[config.mk]
export PLATFORM = sky130hd
export DESIGN_NAME = red_pixel_centroid_tracker
export DESIGN_NICKNAME = d
export VERILOG_FILES = /design/src/rtl/rpct_pkg.sv /design/src/rtl/rpct_front.sv /design/src/rtl/rpct_queue.sv /design/src/rtl/rpct_div.sv /design/src/rtl/rpct_back.sv /design/src/rtl/red_pixel_centroid_tracker.sv
export SDC_FILE = /design/constraint.sdc
export NUM_CORES = 1
export LEC_CHECK = 0
export BUFFER_PORTS_ARGS = -buffer_cell sky130_fd_sc_hd__buf_2
export CORE_UTILIZATION = 50
export CTS_CLUSTER_DIAMETER = 50
export DETAILED_ROUTE_END_ITERATION = 10
export PLACE_DENSITY_LB_ADDON = 0.1
export SLEW_MARGIN = 20
export SYNTH_ARGS = -nofsm -noshare
export SYNTH_HDL_FRONTEND = slang
export SYNTH_SLANG_ARGS = --single-unit
[constraint.sdc]
create_clock -name clk -period 8.7 [get_ports clk]
set_clock_uncertainty 0.05 [all_clocks]
set_input_delay 0.435 -clock clk [delete_from_list [all_inputs] [get_ports clk]]
set_output_delay 0.435 -clock clk [all_outputs]
set_load 0.05 [all_outputs]
[src/rtl/rpct_pkg.sv]
// ----------------------------------------------------------------------------
// rpct_pkg
// Shared widths, register indexes and reset values of the red pixel centroid
// tracker.
// ----------------------------------------------------------------------------
`default_nettype none

package rpct_pkg;

  localparam int PIX_W    = 8;
  localparam int OTHERS_W = 9;
  localparam int FW_W     = 11;
  localparam int CENT_W   = 10;
  localparam int COUNT_W  = 21;

  localparam int CFG_IDX_W  = 2;
  localparam int CFG_DATA_W = 11;

  localparam logic [CFG_IDX_W-1:0] REG_RED_MIN     = 2'd0;
  localparam logic [CFG_IDX_W-1:0] REG_OTHERS_MAX  = 2'd1;
  localparam logic [CFG_IDX_W-1:0] REG_FRAME_WIDTH = 2'd2;

  localparam logic [PIX_W-1:0]    RED_MIN_RESET     = 8'd200;
  localparam logic [OTHERS_W-1:0] OTHERS_MAX_RESET  = 9'd100;
  localparam logic [FW_W-1:0]     FRAME_WIDTH_RESET = 11'd320;

  localparam int DEF_MAX_WIDTH  = 1024;
  localparam int DEF_MAX_HEIGHT = 1024;

  localparam int QUEUE_DEPTH = 4;

endpackage

`default_nettype wire

[src/rtl/rpct_front.sv]
// ----------------------------------------------------------------------------
// rpct_front
// Holds the configuration registers, tests each pixel against the color
// thresholds and tracks its column and row in the frame.
// ----------------------------------------------------------------------------
`default_nettype none

module rpct_front #(
  parameter int MAX_WIDTH  = rpct_pkg::DEF_MAX_WIDTH,
  parameter int MAX_HEIGHT = rpct_pkg::DEF_MAX_HEIGHT,
  parameter int CW         = $clog2(MAX_WIDTH),
  parameter int RW         = $clog2(MAX_HEIGHT)
) (
  input  logic                             clk,
  input  logic                             rst,
  input  logic                             cfg_valid,
  input  logic [rpct_pkg::CFG_IDX_W-1:0]   cfg_index,
  input  logic [rpct_pkg::CFG_DATA_W-1:0]  cfg_data,
  input  logic                             accept,
  input  logic [rpct_pkg::PIX_W-1:0]       pixel_blue,
  input  logic [rpct_pkg::PIX_W-1:0]       pixel_green,
  input  logic [rpct_pkg::PIX_W-1:0]       pixel_red,
  input  logic                             last_in_frame,
  output logic [CW+RW+1:0]                 item
);
  import rpct_pkg::*;

  localparam int EWW = (FW_W > CW + 1) ? FW_W : CW + 1;

  logic [PIX_W-1:0]    red_min;
  logic [OTHERS_W-1:0] others_max;
  logic [FW_W-1:0]     frame_width;
  logic [CW-1:0]       column;
  logic [RW-1:0]       row;

  logic [EWW-1:0]      width_ext;
  logic [EWW-1:0]      eff_width;
  logic [EWW-1:0]      column_inc;
  logic [OTHERS_W-1:0] others_sum;
  logic                red;

  always_comb begin
    width_ext = EWW'(frame_width);
    if (frame_width == '0) begin
      eff_width = EWW'(1);
    end else if (width_ext > EWW'(MAX_WIDTH)) begin
      eff_width = EWW'(MAX_WIDTH);
    end else begin
      eff_width = width_ext;
    end
    column_inc = EWW'(column) + EWW'(1);
    others_sum = OTHERS_W'(pixel_green) + OTHERS_W'(pixel_blue);
    red        = (pixel_red > red_min) && (others_sum < others_max);
  end

  assign item = {red, last_in_frame, column, row};

  always_ff @(posedge clk) begin
    if (rst) begin
      red_min     <= RED_MIN_RESET;
      others_max  <= OTHERS_MAX_RESET;
      frame_width <= FRAME_WIDTH_RESET;
      column      <= '0;
      row         <= '0;
    end else begin
      if (cfg_valid) begin
        case (cfg_index)
          REG_RED_MIN:     red_min     <= PIX_W'(cfg_data);
          REG_OTHERS_MAX:  others_max  <= OTHERS_W'(cfg_data);
          REG_FRAME_WIDTH: frame_width <= FW_W'(cfg_data);
          default: ;
        endcase
      end
      if (accept) begin
        if (last_in_frame) begin
          column <= '0;
          row    <= '0;
        end else if (column_inc >= eff_width) begin
          column <= '0;
          if (32'(row) + 32'd1 < 32'(MAX_HEIGHT)) begin
            row <= row + RW'(1);
          end
        end else begin
          column <= column + CW'(1);
        end
      end
    end
  end

endmodule

`default_nettype wire

[src/rtl/rpct_queue.sv]
// ----------------------------------------------------------------------------
// rpct_queue
// Small first-in first-out queue of classified pixels between the front and
// the back of the tracker.
// ----------------------------------------------------------------------------
`default_nettype none

module rpct_queue #(
  parameter int WIDTH = 8,
  parameter int DEPTH = rpct_pkg::QUEUE_DEPTH
) (
  input  logic             clk,
  input  logic             rst,
  input  logic             push,
  input  logic [WIDTH-1:0] wr_data,
  input  logic             pop,
  output logic [WIDTH-1:0] rd_data,
  output logic             full,
  output logic             empty
);
  import rpct_pkg::*;

  localparam int PW = $clog2(DEPTH);
  localparam int NW = $clog2(DEPTH + 1);

  logic [WIDTH-1:0] slots [DEPTH];
  logic [PW-1:0]    head;
  logic [PW-1:0]    tail;
  logic [NW-1:0]    count;
  logic             do_push;
  logic             do_pop;

  assign full    = (count == NW'(DEPTH));
  assign empty   = (count == '0);
  assign do_push = push && !full;
  assign do_pop  = pop && !empty;
  assign rd_data = slots[head];

  always_ff @(posedge clk) begin
    if (do_push) begin
      slots[tail] <= wr_data;
    end
  end

  always_ff @(posedge clk) begin
    if (rst) begin
      head  <= '0;
      tail  <= '0;
      count <= '0;
    end else begin
      if (do_push) begin
        tail <= (tail == PW'(DEPTH - 1)) ? '0 : tail + PW'(1);
      end
      if (do_pop) begin
        head <= (head == PW'(DEPTH - 1)) ? '0 : head + PW'(1);
      end
      if (do_push && !do_pop) begin
        count <= count + NW'(1);
      end else if (do_pop && !do_push) begin
        count <= count - NW'(1);
      end
    end
  end

endmodule

`default_nettype wire

[src/rtl/rpct_div.sv]
// ----------------------------------------------------------------------------
// rpct_div
// Restoring divider that produces one quotient bit per cycle, for quotients
// known to fit in QW bits.
// ----------------------------------------------------------------------------
`default_nettype none

module rpct_div #(
  parameter int DW = 16,
  parameter int NW = 8,
  parameter int QW = 4
) (
  input  logic          clk,
  input  logic          rst,
  input  logic          start,
  input  logic [DW-1:0] dividend,
  input  logic [NW-1:0] divisor,
  output logic          done,
  output logic [QW-1:0] quotient
);
  import rpct_pkg::*;

  localparam int SW = $clog2(QW + 1);

  logic [DW-1:0] rem;
  logic [DW-1:0] shifted;
  logic [SW-1:0] steps;
  logic          busy;
  logic          fits;

  assign fits = (rem >= shifted);

  always_ff @(posedge clk) begin
    if (rst) begin
      busy <= 1'b0;
      done <= 1'b0;
    end else begin
      done <= 1'b0;
      if (start) begin
        busy     <= 1'b1;
        steps    <= SW'(QW);
        rem      <= dividend;
        shifted  <= DW'(divisor) << (QW - 1);
        quotient <= '0;
      end else if (busy) begin
        if (fits) begin
          rem <= rem - shifted;
        end
        quotient <= (quotient << 1) | QW'(fits);
        shifted  <= shifted >> 1;
        steps    <= steps - SW'(1);
        if (steps == SW'(1)) begin
          busy <= 1'b0;
          done <= 1'b1;
        end
      end
    end
  end

endmodule

`default_nettype wire

[src/rtl/rpct_back.sv]
// ----------------------------------------------------------------------------
// rpct_back
// Accumulates the coordinates of red pixels, forms the rounded centroid at
// the end of each frame and holds the result register.
// ----------------------------------------------------------------------------
`default_nettype none

module rpct_back #(
  parameter int MAX_WIDTH  = rpct_pkg::DEF_MAX_WIDTH,
  parameter int MAX_HEIGHT = rpct_pkg::DEF_MAX_HEIGHT,
  parameter int CW         = $clog2(MAX_WIDTH),
  parameter int RW         = $clog2(MAX_HEIGHT)
) (
  input  logic                           clk,
  input  logic                           rst,
  input  logic                           q_valid,
  input  logic [CW+RW+1:0]               q_data,
  output logic                           q_pop,
  output logic                           result_valid,
  input  logic                           result_stall,
  output logic                           is_red,
  output logic                           frame_done,
  output logic [rpct_pkg::CENT_W-1:0]    centroid_x,
  output logic [rpct_pkg::CENT_W-1:0]    centroid_y,
  output logic [rpct_pkg::COUNT_W-1:0]   red_count
);
  import rpct_pkg::*;

  localparam int TALLY_CAP = MAX_WIDTH * MAX_HEIGHT;
  localparam int TW        = $clog2(TALLY_CAP + 1);
  localparam int QW        = (CW > RW) ? CW : RW;
  localparam int SXW       = TW + CW;
  localparam int SYW       = TW + RW;
  localparam int DW        = TW + QW + 1;
  localparam int NW        = TW + 1;

  typedef enum logic [2:0] {
    S_PASS,
    S_START,
    S_DIV_X,
    S_DIV_Y,
    S_EMIT
  } state_t;

  state_t         state;
  logic [SXW-1:0] sum_x;
  logic [SYW-1:0] sum_y;
  logic [TW-1:0]  tally;
  logic [QW-1:0]  quot_x;
  logic           frame_red;

  logic           px_red;
  logic           px_last;
  logic [CW-1:0]  px_col;
  logic [RW-1:0]  px_row;
  logic           out_free;
  logic           take;
  logic           load_result;

  logic           div_start;
  logic           div_done;
  logic [DW-1:0]  div_dividend;
  logic [NW-1:0]  div_divisor;
  logic [QW-1:0]  div_quot;

  assign px_red  = q_data[CW+RW+1];
  assign px_last = q_data[CW+RW];
  assign px_col  = q_data[RW +: CW];
  assign px_row  = q_data[0 +: RW];

  assign out_free    = !result_valid || !result_stall;
  assign q_pop       = (state == S_PASS) && q_valid && out_free;
  assign take        = px_red && (tally < TW'(TALLY_CAP));
  assign load_result = (q_pop && !px_last) || ((state == S_EMIT) && out_free);

  assign div_start   = (state == S_START) || ((state == S_DIV_X) && div_done);
  assign div_divisor = {tally, 1'b0};

  always_comb begin
    if (state == S_DIV_X) begin
      div_dividend = (DW'(sum_y) << 1) + DW'(tally);
    end else begin
      div_dividend = (DW'(sum_x) << 1) + DW'(tally);
    end
  end

  rpct_div #(
    .DW (DW),
    .NW (NW),
    .QW (QW)
  ) u_div (
    .clk      (clk),
    .rst      (rst),
    .start    (div_start),
    .dividend (div_dividend),
    .divisor  (div_divisor),
    .done     (div_done),
    .quotient (div_quot)
  );

  always_ff @(posedge clk) begin
    if (rst) begin
      state        <= S_PASS;
      result_valid <= 1'b0;
      sum_x        <= '0;
      sum_y        <= '0;
      tally        <= '0;
    end else begin
      if (result_valid && !result_stall && !load_result) begin
        result_valid <= 1'b0;
      end
      case (state)
        S_PASS: begin
          if (q_pop) begin
            if (take) begin
              sum_x <= sum_x + SXW'(px_col);
              sum_y <= sum_y + SYW'(px_row);
              tally <= tally + TW'(1);
            end
            if (px_last) begin
              frame_red <= px_red;
              state     <= S_START;
            end else begin
              result_valid <= 1'b1;
              is_red       <= px_red;
              frame_done   <= 1'b0;
              centroid_x   <= '0;
              centroid_y   <= '0;
              red_count    <= '0;
            end
          end
        end
        S_START: begin
          state <= S_DIV_X;
        end
        S_DIV_X: begin
          if (div_done) begin
            quot_x <= div_quot;
            state  <= S_DIV_Y;
          end
        end
        S_DIV_Y: begin
          if (div_done) begin
            state <= S_EMIT;
          end
        end
        S_EMIT: begin
          if (out_free) begin
            result_valid <= 1'b1;
            is_red       <= frame_red;
            frame_done   <= 1'b1;
            centroid_x   <= (tally == '0) ? '0 : CENT_W'(quot_x);
            centroid_y   <= (tally == '0) ? '0 : CENT_W'(div_quot);
            red_count    <= COUNT_W'(tally);
            sum_x        <= '0;
            sum_y        <= '0;
            tally        <= '0;
            state        <= S_PASS;
          end
        end
        default: begin
          state <= S_PASS;
        end
      endcase
    end
  end

endmodule

`default_nettype wire

[src/rtl/red_pixel_centroid_tracker.sv]
// ----------------------------------------------------------------------------
// red_pixel_centroid_tracker
// Marks red pixels of a raster stream and reports the rounded centroid and
// count of red pixels at the end of each frame.
// ----------------------------------------------------------------------------
// Ordinary pixels pass at one per clock while the result is not stalled and
// the back is not busy with a frame end: the front classifies a pixel and
// counts its position in the cycle it is taken and writes it into the queue,
// and the back folds it into the sums when it pops it. The last pixel of a
// frame holds the back longer, because one restoring divider, one quotient
// bit per cycle, forms the x and then the y mean. A four-entry queue between
// front and back keeps taking pixels during that time until it is full, and
// the back pops no new pixel while the previous result is still stalled.
`default_nettype none

module red_pixel_centroid_tracker #(
  parameter int MAX_WIDTH  = rpct_pkg::DEF_MAX_WIDTH,
  parameter int MAX_HEIGHT = rpct_pkg::DEF_MAX_HEIGHT
) (
  input  logic                            clk,
  input  logic                            rst,
  input  logic                            cfg_valid,
  output logic                            cfg_ready,
  input  logic [rpct_pkg::CFG_IDX_W-1:0]  cfg_index,
  input  logic [rpct_pkg::CFG_DATA_W-1:0] cfg_data,
  input  logic                            pixel_valid,
  output logic                            pixel_stall,
  input  logic [rpct_pkg::PIX_W-1:0]      pixel_blue,
  input  logic [rpct_pkg::PIX_W-1:0]      pixel_green,
  input  logic [rpct_pkg::PIX_W-1:0]      pixel_red,
  input  logic                            last_in_frame,
  output logic                            result_valid,
  input  logic                            result_stall,
  output logic                            is_red,
  output logic                            frame_done,
  output logic [rpct_pkg::CENT_W-1:0]     centroid_x,
  output logic [rpct_pkg::CENT_W-1:0]     centroid_y,
  output logic [rpct_pkg::COUNT_W-1:0]    red_count
);
  import rpct_pkg::*;

  localparam int CW = $clog2(MAX_WIDTH);
  localparam int RW = $clog2(MAX_HEIGHT);
  localparam int IW = CW + RW + 2;

  logic          accept;
  logic [IW-1:0] front_item;
  logic [IW-1:0] queue_item;
  logic          queue_full;
  logic          queue_empty;
  logic          queue_pop;

  assign cfg_ready   = 1'b1;
  assign pixel_stall = queue_full;
  assign accept      = pixel_valid && !queue_full;

  rpct_front #(
    .MAX_WIDTH  (MAX_WIDTH),
    .MAX_HEIGHT (MAX_HEIGHT),
    .CW         (CW),
    .RW         (RW)
  ) u_front (
    .clk           (clk),
    .rst           (rst),
    .cfg_valid     (cfg_valid && cfg_ready),
    .cfg_index     (cfg_index),
    .cfg_data      (cfg_data),
    .accept        (accept),
    .pixel_blue    (pixel_blue),
    .pixel_green   (pixel_green),
    .pixel_red     (pixel_red),
    .last_in_frame (last_in_frame),
    .item          (front_item)
  );

  rpct_queue #(
    .WIDTH (IW),
    .DEPTH (QUEUE_DEPTH)
  ) u_queue (
    .clk     (clk),
    .rst     (rst),
    .push    (accept),
    .wr_data (front_item),
    .pop     (queue_pop),
    .rd_data (queue_item),
    .full    (queue_full),
    .empty   (queue_empty)
  );

  rpct_back #(
    .MAX_WIDTH  (MAX_WIDTH),
    .MAX_HEIGHT (MAX_HEIGHT),
    .CW         (CW),
    .RW         (RW)
  ) u_back (
    .clk          (clk),
    .rst          (rst),
    .q_valid      (!queue_empty),
    .q_data       (queue_item),
    .q_pop        (queue_pop),
    .result_valid (result_valid),
    .result_stall (result_stall),
    .is_red       (is_red),
    .frame_done   (frame_done),
    .centroid_x   (centroid_x),
    .centroid_y   (centroid_y),
    .red_count    (red_count)
  );

endmodule

`default_nettype wire
=== Word level (Yosys, flattened, before mapping) ===
Memories as Yosys holds them, arrays and structs flattened. A register that Yosys moved wholly into a read port is not among the register bits.
Cells that the tools add are included.

* $add $sub $neg: 16
* $mul: 0
* Divide/modulo/power cells: 0
* $lt $le $gt $ge: 7
* Eq/ne operators: 17
* Shift-type cells: 0
* Muxes and demuxes: 69
* Bitwise gates (word level): 3
* Reductions and logical operators: 48

{| class="wikitable"
|+ Operators by type and width
! operator !! count
|-
| two-way mux 31 bit || 7
|-
| two-way mux 32 bit || 4
|-
| two-way mux 21 bit || 6
|-
| case mux 31 bit (2 select lines) || 2
|-
| two-way mux 10 bit || 12
|-
| case mux 21 bit (2 select lines) || 2
|-
| adder 32 x 21 -> 32 bit || 2
|-
| adder 31 x 10 -> 31 bit || 2
|-
| case mux 10 bit (2 select lines) || 2
|-
| greater-or-equal comparator 32 x 31 -> 1 bit || 1
|-
| < comparator 32 x 11 -> 1 bit, second input constant || 1
|-
| subtractor 32 x 31 -> 32 bit || 1
|-
| adder 10 x 1 -> 11 bit, second input constant || 2
|-
| two-way mux 11 bit || 2
|-
| adder 21 x 1 -> 21 bit, second input constant || 1
|-
| zero test 21 bit || 1
|-
| < comparator 21 bit, second input constant || 1
|-
| two-way mux 3 bit || 7
|-
| adder 10 x 1 -> 10 bit, second input constant || 2
|-
| two-way mux 1 bit || 16
|-
| case mux 3 bit (5 select lines) || 1
|-
| logical AND 1 bit || 14
|-
| nonzero test 2 bit || 6
|-
| greater-or-equal comparator 11 bit || 1
|-
| other kinds (31) || 64
|}

* Bits in registers: 275
* Bits in latches: 0
* Bits in writable memories: 88
* ROM bits: 0
* Bits of input ports: 43
* Output and inout port bits: 46
* Memories kept: 1

{| class="wikitable"
|+ Memories
! name !! depth !! width !! rd ports !! clocked after Yosys merged registers in !! wr ports !! RTL line !! text
|-
| u_queue.slots || 4 || 22 || 1 || 1 || 1 || rpct_queue.sv:26 || <nowiki>logic [WIDTH-1:0] slots [DEPTH];</nowiki>
|}

=== Logic depth before layout (Yosys ltp) ===
* Depth after elaboration: 12
* Mapped depth: 17
* Gate-level depth less buffers: 14

=== Cells and area by module ===
Synthesis repeated with hierarchy kept, for this count alone.

* Cells, all modules: 2,033
* Area, all modules: 20,274.4 um2

{| class="wikitable"
|+ By module, submodules not included
! module !! instances !! cells each !! area each (um2)
|-
| rpct_back || 1 || 926 || 8,180.3
|-
| rpct_div || 1 || 535 || 5,171.2
|-
| rpct_queue || 1 || 164 || 3,663.5
|-
| rpct_front || 1 || 404 || 3,230.6
|-
| red_pixel_centroid_tracker || 1 || 4 || 28.8
|}

=== Worst setup path before layout ===
OpenSTA, ideal clock, no wires.

* Kind: reg-to-reg
* Start point: reg u_back.state[0]
* End point: reg u_back.u_div.rem[0], enable pin
* Arrival time: 5.376 ns
* Setup slack: 2.803 ns
* Cell stages (with the launch flop): 7
* Buffers on the path: 1
* Cells stage by stage: dfxtp_1 buf_6 mux2i_1 nor2b_1 nor2_1 nor2_1 a21boi_0

* Cells in the longest elaborated chain, start to end: 5
* Elaborated cells on any way between the ends: 7
* Those cells by class: eq/ne: 2; reduce/logical: 5

{| class="wikitable"
|+ Ends and longest elaborated chain
! what !! RTL line !! text
|-
| from (decl) || rpct_back.sv:45 || <nowiki>state_t state;</nowiki>
|-
| from (signal assigned) || rpct_back.sv:103 || <nowiki>state <= S_PASS;</nowiki>
|-
| from (signal assigned) || rpct_back.sv:122 || <nowiki>state <= S_START;</nowiki>
|-
| from (signal assigned) || rpct_back.sv:134 || <nowiki>state <= S_DIV_X;</nowiki>
|-
| equality test 3 x 2 -> 1 bit || rpct_back.sv:76 || <nowiki>assign div_start = (state == S_START) || ((state == S_DIV_X) && div_done);</nowiki>
|-
| logical AND 1 bit || rpct_back.sv:76 ||
|-
| logical OR 1 bit (*) || rpct_back.sv:76 ||
|-
| nonzero test 2 bit (no line) || - ||
|-
| AND reduction 3 bit (no line) (*) || - ||
|-
| to (signal assigned) || rpct_div.sv:42 || <nowiki>rem <= dividend;</nowiki>
|-
| to (signal assigned) || rpct_div.sv:47 || <nowiki>rem <= rem - shifted;</nowiki>
|-
| to (decl) || rpct_div.sv:25 || <nowiki>logic [DW-1:0] rem;</nowiki>
|}

Every way passes the cells marked *; elsewhere a longest branch is shown, timed or not.
A chain may end at the register's enable or synchronous reset.

==> results.ini <==
[drt]
ant_nets=0
routed_wl_mm=43.6
drc=0
routedWlPerCell_um=17.3
viasPerCell=5.51
vias=13900
drt-pass1-iter-count=5
drt_iter0_markers=878

[pwr]
power.total_w=0.00596
leakage_nw=8.77
p_per_area_mw_per_mm2=273
vdd_drop_max_mv=0.163

[clock_tree]
clk_latency_ps=570
cts_resized=0
cts_tree=done
cts_buffer_depth=3
clk_pin_slew_ps=60
post_cts_buffers=0
cts_buffers=45
cts-root-buf=clkbuf_16
cts_sinks=365
htree_num_levels=2
ctsHoldBuffers=0

[finish]
nNetsFinal=2141
final_cell_mix=edfxtp_1, nand2_1, nor2_1, dfxtp_1, a21oi_1
seq_area_mm2=0.00950
drive_gt1_frac=0.112
syn2layout_area_growth_pct=12.9
design_area_mm2=0.0218
final_common_cell=edfxtp_1
insertedDiodeCount=0
multi_input_area_mm2=0.00923
fill_cells=3325

[floorplan]
coreArea_mm2=0.0378
die_y_um=199
start_util=0.511
chipWidth_um=199
dieArea_mm2=0.0395
fp-row-count=71
io_pins=89

[timing]
setup_viol=0
relSlewSlack=0.401
tns_ps=0
period_share=0.495
tightest_slew_ps=897
slew_viol_final=0
setup_slack_ps=4400
rsz0062_at_grt=false
hold_violations=0
holdWs_ps=71.5
fmax_ghz=0.232
period_needed_ps=4300

[critical_path]
path_max_fanout=22
reg2reg_slack_ps=4400
slowest_delay_ps=700
critPathMostFrequentCell=a21oi_1
crit_type=reg -> reg
cp.arrival_ps=4680
path_cells=buf_4 -> mux4_2 -> ha_1 -> a21o_1 -> a21oi_1 -> o21bai_1 -> a2111oi_0 -> o41ai_1 -> a21oi_1 -> nor4b_1 -> xnor2_1 -> nor2_1
end_kind=flip-flop
crit_required_ps=9070
reg2reg_depth=12
startpoint_type=flip-flop
timing.rr.end=u_back.sum_y[25]$_SDFFE_PP0P_
slowest_stage=a2111oi_0

[global_route]
grt_max_degree=87
grt_pass1_wl_mm=70.4
grt_antenna_before_repair=0
overflow=0
grt_pass1_vias=13500
track_usage=0.225

[logic_synthesis]
syn_nets=2060
ys.warnings.count=0
ys_seq_area_frac=0.491
syn_inst=1893
netlist_area_mm2=0.0193
yosys_register_bits=365
synth-edff-count=219
postSynthAreaPerCell_um2=10.2
async_flop_share=0
synthFlopType=edfxtp_1
synth_cell_type_count=79

[outcome]
outcome=complete, no violations

[min_path]
min_from=cfg_data[10]
hold_path_end=u_front.frame_width[10]$_SDFFE_PP0P_
holdPathStages=3
min_path_type=in -> reg

[placed_design]
io_buffers=87
hpwl_mm=30.9
placed_cell_area_mm2=0.0203
gp_congestion=0.884
pre_cts_ws_ps=4440

[run]
drv_cap=0

-- metrics by stage --
step	instances	util
final	2522	0.577
after global routing	2522	0.577
after CTS	2522	0.577
after detailed placement	2438	0.537
after global placement	2437	0.536
after floorplan	1893	-
-- kinds of logic (layout without fill, tap and decap cells) --
logic type / Yosys count / in the layout / synth area share
multiplexers: 46 / 46 / 0.0380
other: 1 / 1 / 0.000194
AND/OR/NAND/NOR: 675 / 675 / 0.169
AO/OA/AOI/OAI: 374 / 374 / 0.121
adder cells (fa/ha/maj): 124 / 124 / 0.0826
flip-flops: 365 / 365 / 0.491
buffers and inverters: 163 / 281 / 0.0329
XOR/XNOR: 145 / 145 / 0.0657
-- critical path: cells and delay by family, from the launching register on --
kind | cells | cell delay [ps]
AO/OA/AOI/OAI | 6 | 2100
multiplexers | 1 | 610
AND/OR/NAND/NOR | 2 | 220
flip-flops | 1 | 300
XOR/XNOR | 1 | 180
buffers and inverters | 1 | 390
adder cells (fa/ha/maj) | 1 | 290
-- worst max-delay path by stage --
stage	from	end	slack, ps	cells past startpoint
floorplan	u_back.state[0]$_SDFFE_PP0P_	u_back.u_div.rem[0]$_DFFE_PP_	2800	6
global placement	flip-flop	u_back.sum_y[29]$_SDFFE_PP0P_	4520	12
detailed placement	flip-flop	u_back.sum_y[21]$_SDFFE_PP0P_	4440	12
CTS	flip-flop	u_back.sum_y[25]$_SDFFE_PP0P_	4430	12
global route	flip-flop	u_back.sum_y[21]$_SDFFE_PP0P_	4030	12
finish	flip-flop	u_back.sum_y[25]$_SDFFE_PP0P_	4400	12
-- where the power goes --
part / internal [W] / total, W / switching [W]
clock network: 0.00114 / 0.00188 / 0.000737
registers: 0.00212 / 0.00224 / 0.000117
logic: 0.000690 / 0.00184 / 0.00115
-- sequential cells by signal (all words and copies together), names as in the netlist, 11 cells and up, named ones only --
register and count:
u_back.red_count 21, u_back.sum_x 31, u_queue.slots 88, u_front.frame_width 11, u_back.tally 21, u_back.u_div.rem 32
u_back.u_div.shifted 31, u_back.sum_y 31
-- cells in the mapped netlist (7+ instances only) --
cell	n	area (µm²)
inv_1	88	330
nor3b_1	7	52.6
or3_1	17	106
a311oi_1	8	70.1
a22oi_1	12	90.1
mux2i_1	24	240
o21a_1	8	60.1
nor3_1	24	120
buf_1	7	26.3
xnor2_1	78	683
nand4_1	16	100
ha_1	118	1480
nand3_1	66	330
clkbuf_1	59	221
o21ai_0	75	375
xor2_1	67	587
a21oi_1	137	686
a21o_1	43	323
edfxtp_1	219	6580
and2_1	37	231
nand2_1	200	751
nor2b_1	11	68.8
nor2_1	181	679
and3_1	49	307
nand2b_1	24	150
mux4_2	22	495
a31oi_1	13	81.3
nor4_1	10	62.6
o21bai_1	16	120
dfxtp_1	146	2920
a211oi_1	8	60.1
-- final cells by class --
class | instances | share of cell area
sequential | 365 | 0.435
multi-input combinational | 1365 | 0.423
clock buffer | 61 | 0.0577
tap | 511 | 0.0293
timing repair buffer | 108 | 0.0281
inverter | 89 | 0.0153
clock inverter | 23 | 0.0117
-- per-layer routing --
| metal | part of all wire | wire length, µm | track usage | vias up |
|---|---|---|---|---|
| li1 | - | - | - | 6963 |
| met1 | 0.48 | 20800 | 0.317 | 6609 |
| met2 | 0.46 | 19900 | 0.360 | 265 |
| met3 | 0.043 | 1860 | 0.0344 | 61 |
| met4 | 0.023 | 1010 | 0.0647 | 0 |
| met5 | 0 | 0 | 0 | - |
No activity file was read; power rests on OpenSTA's default activity.
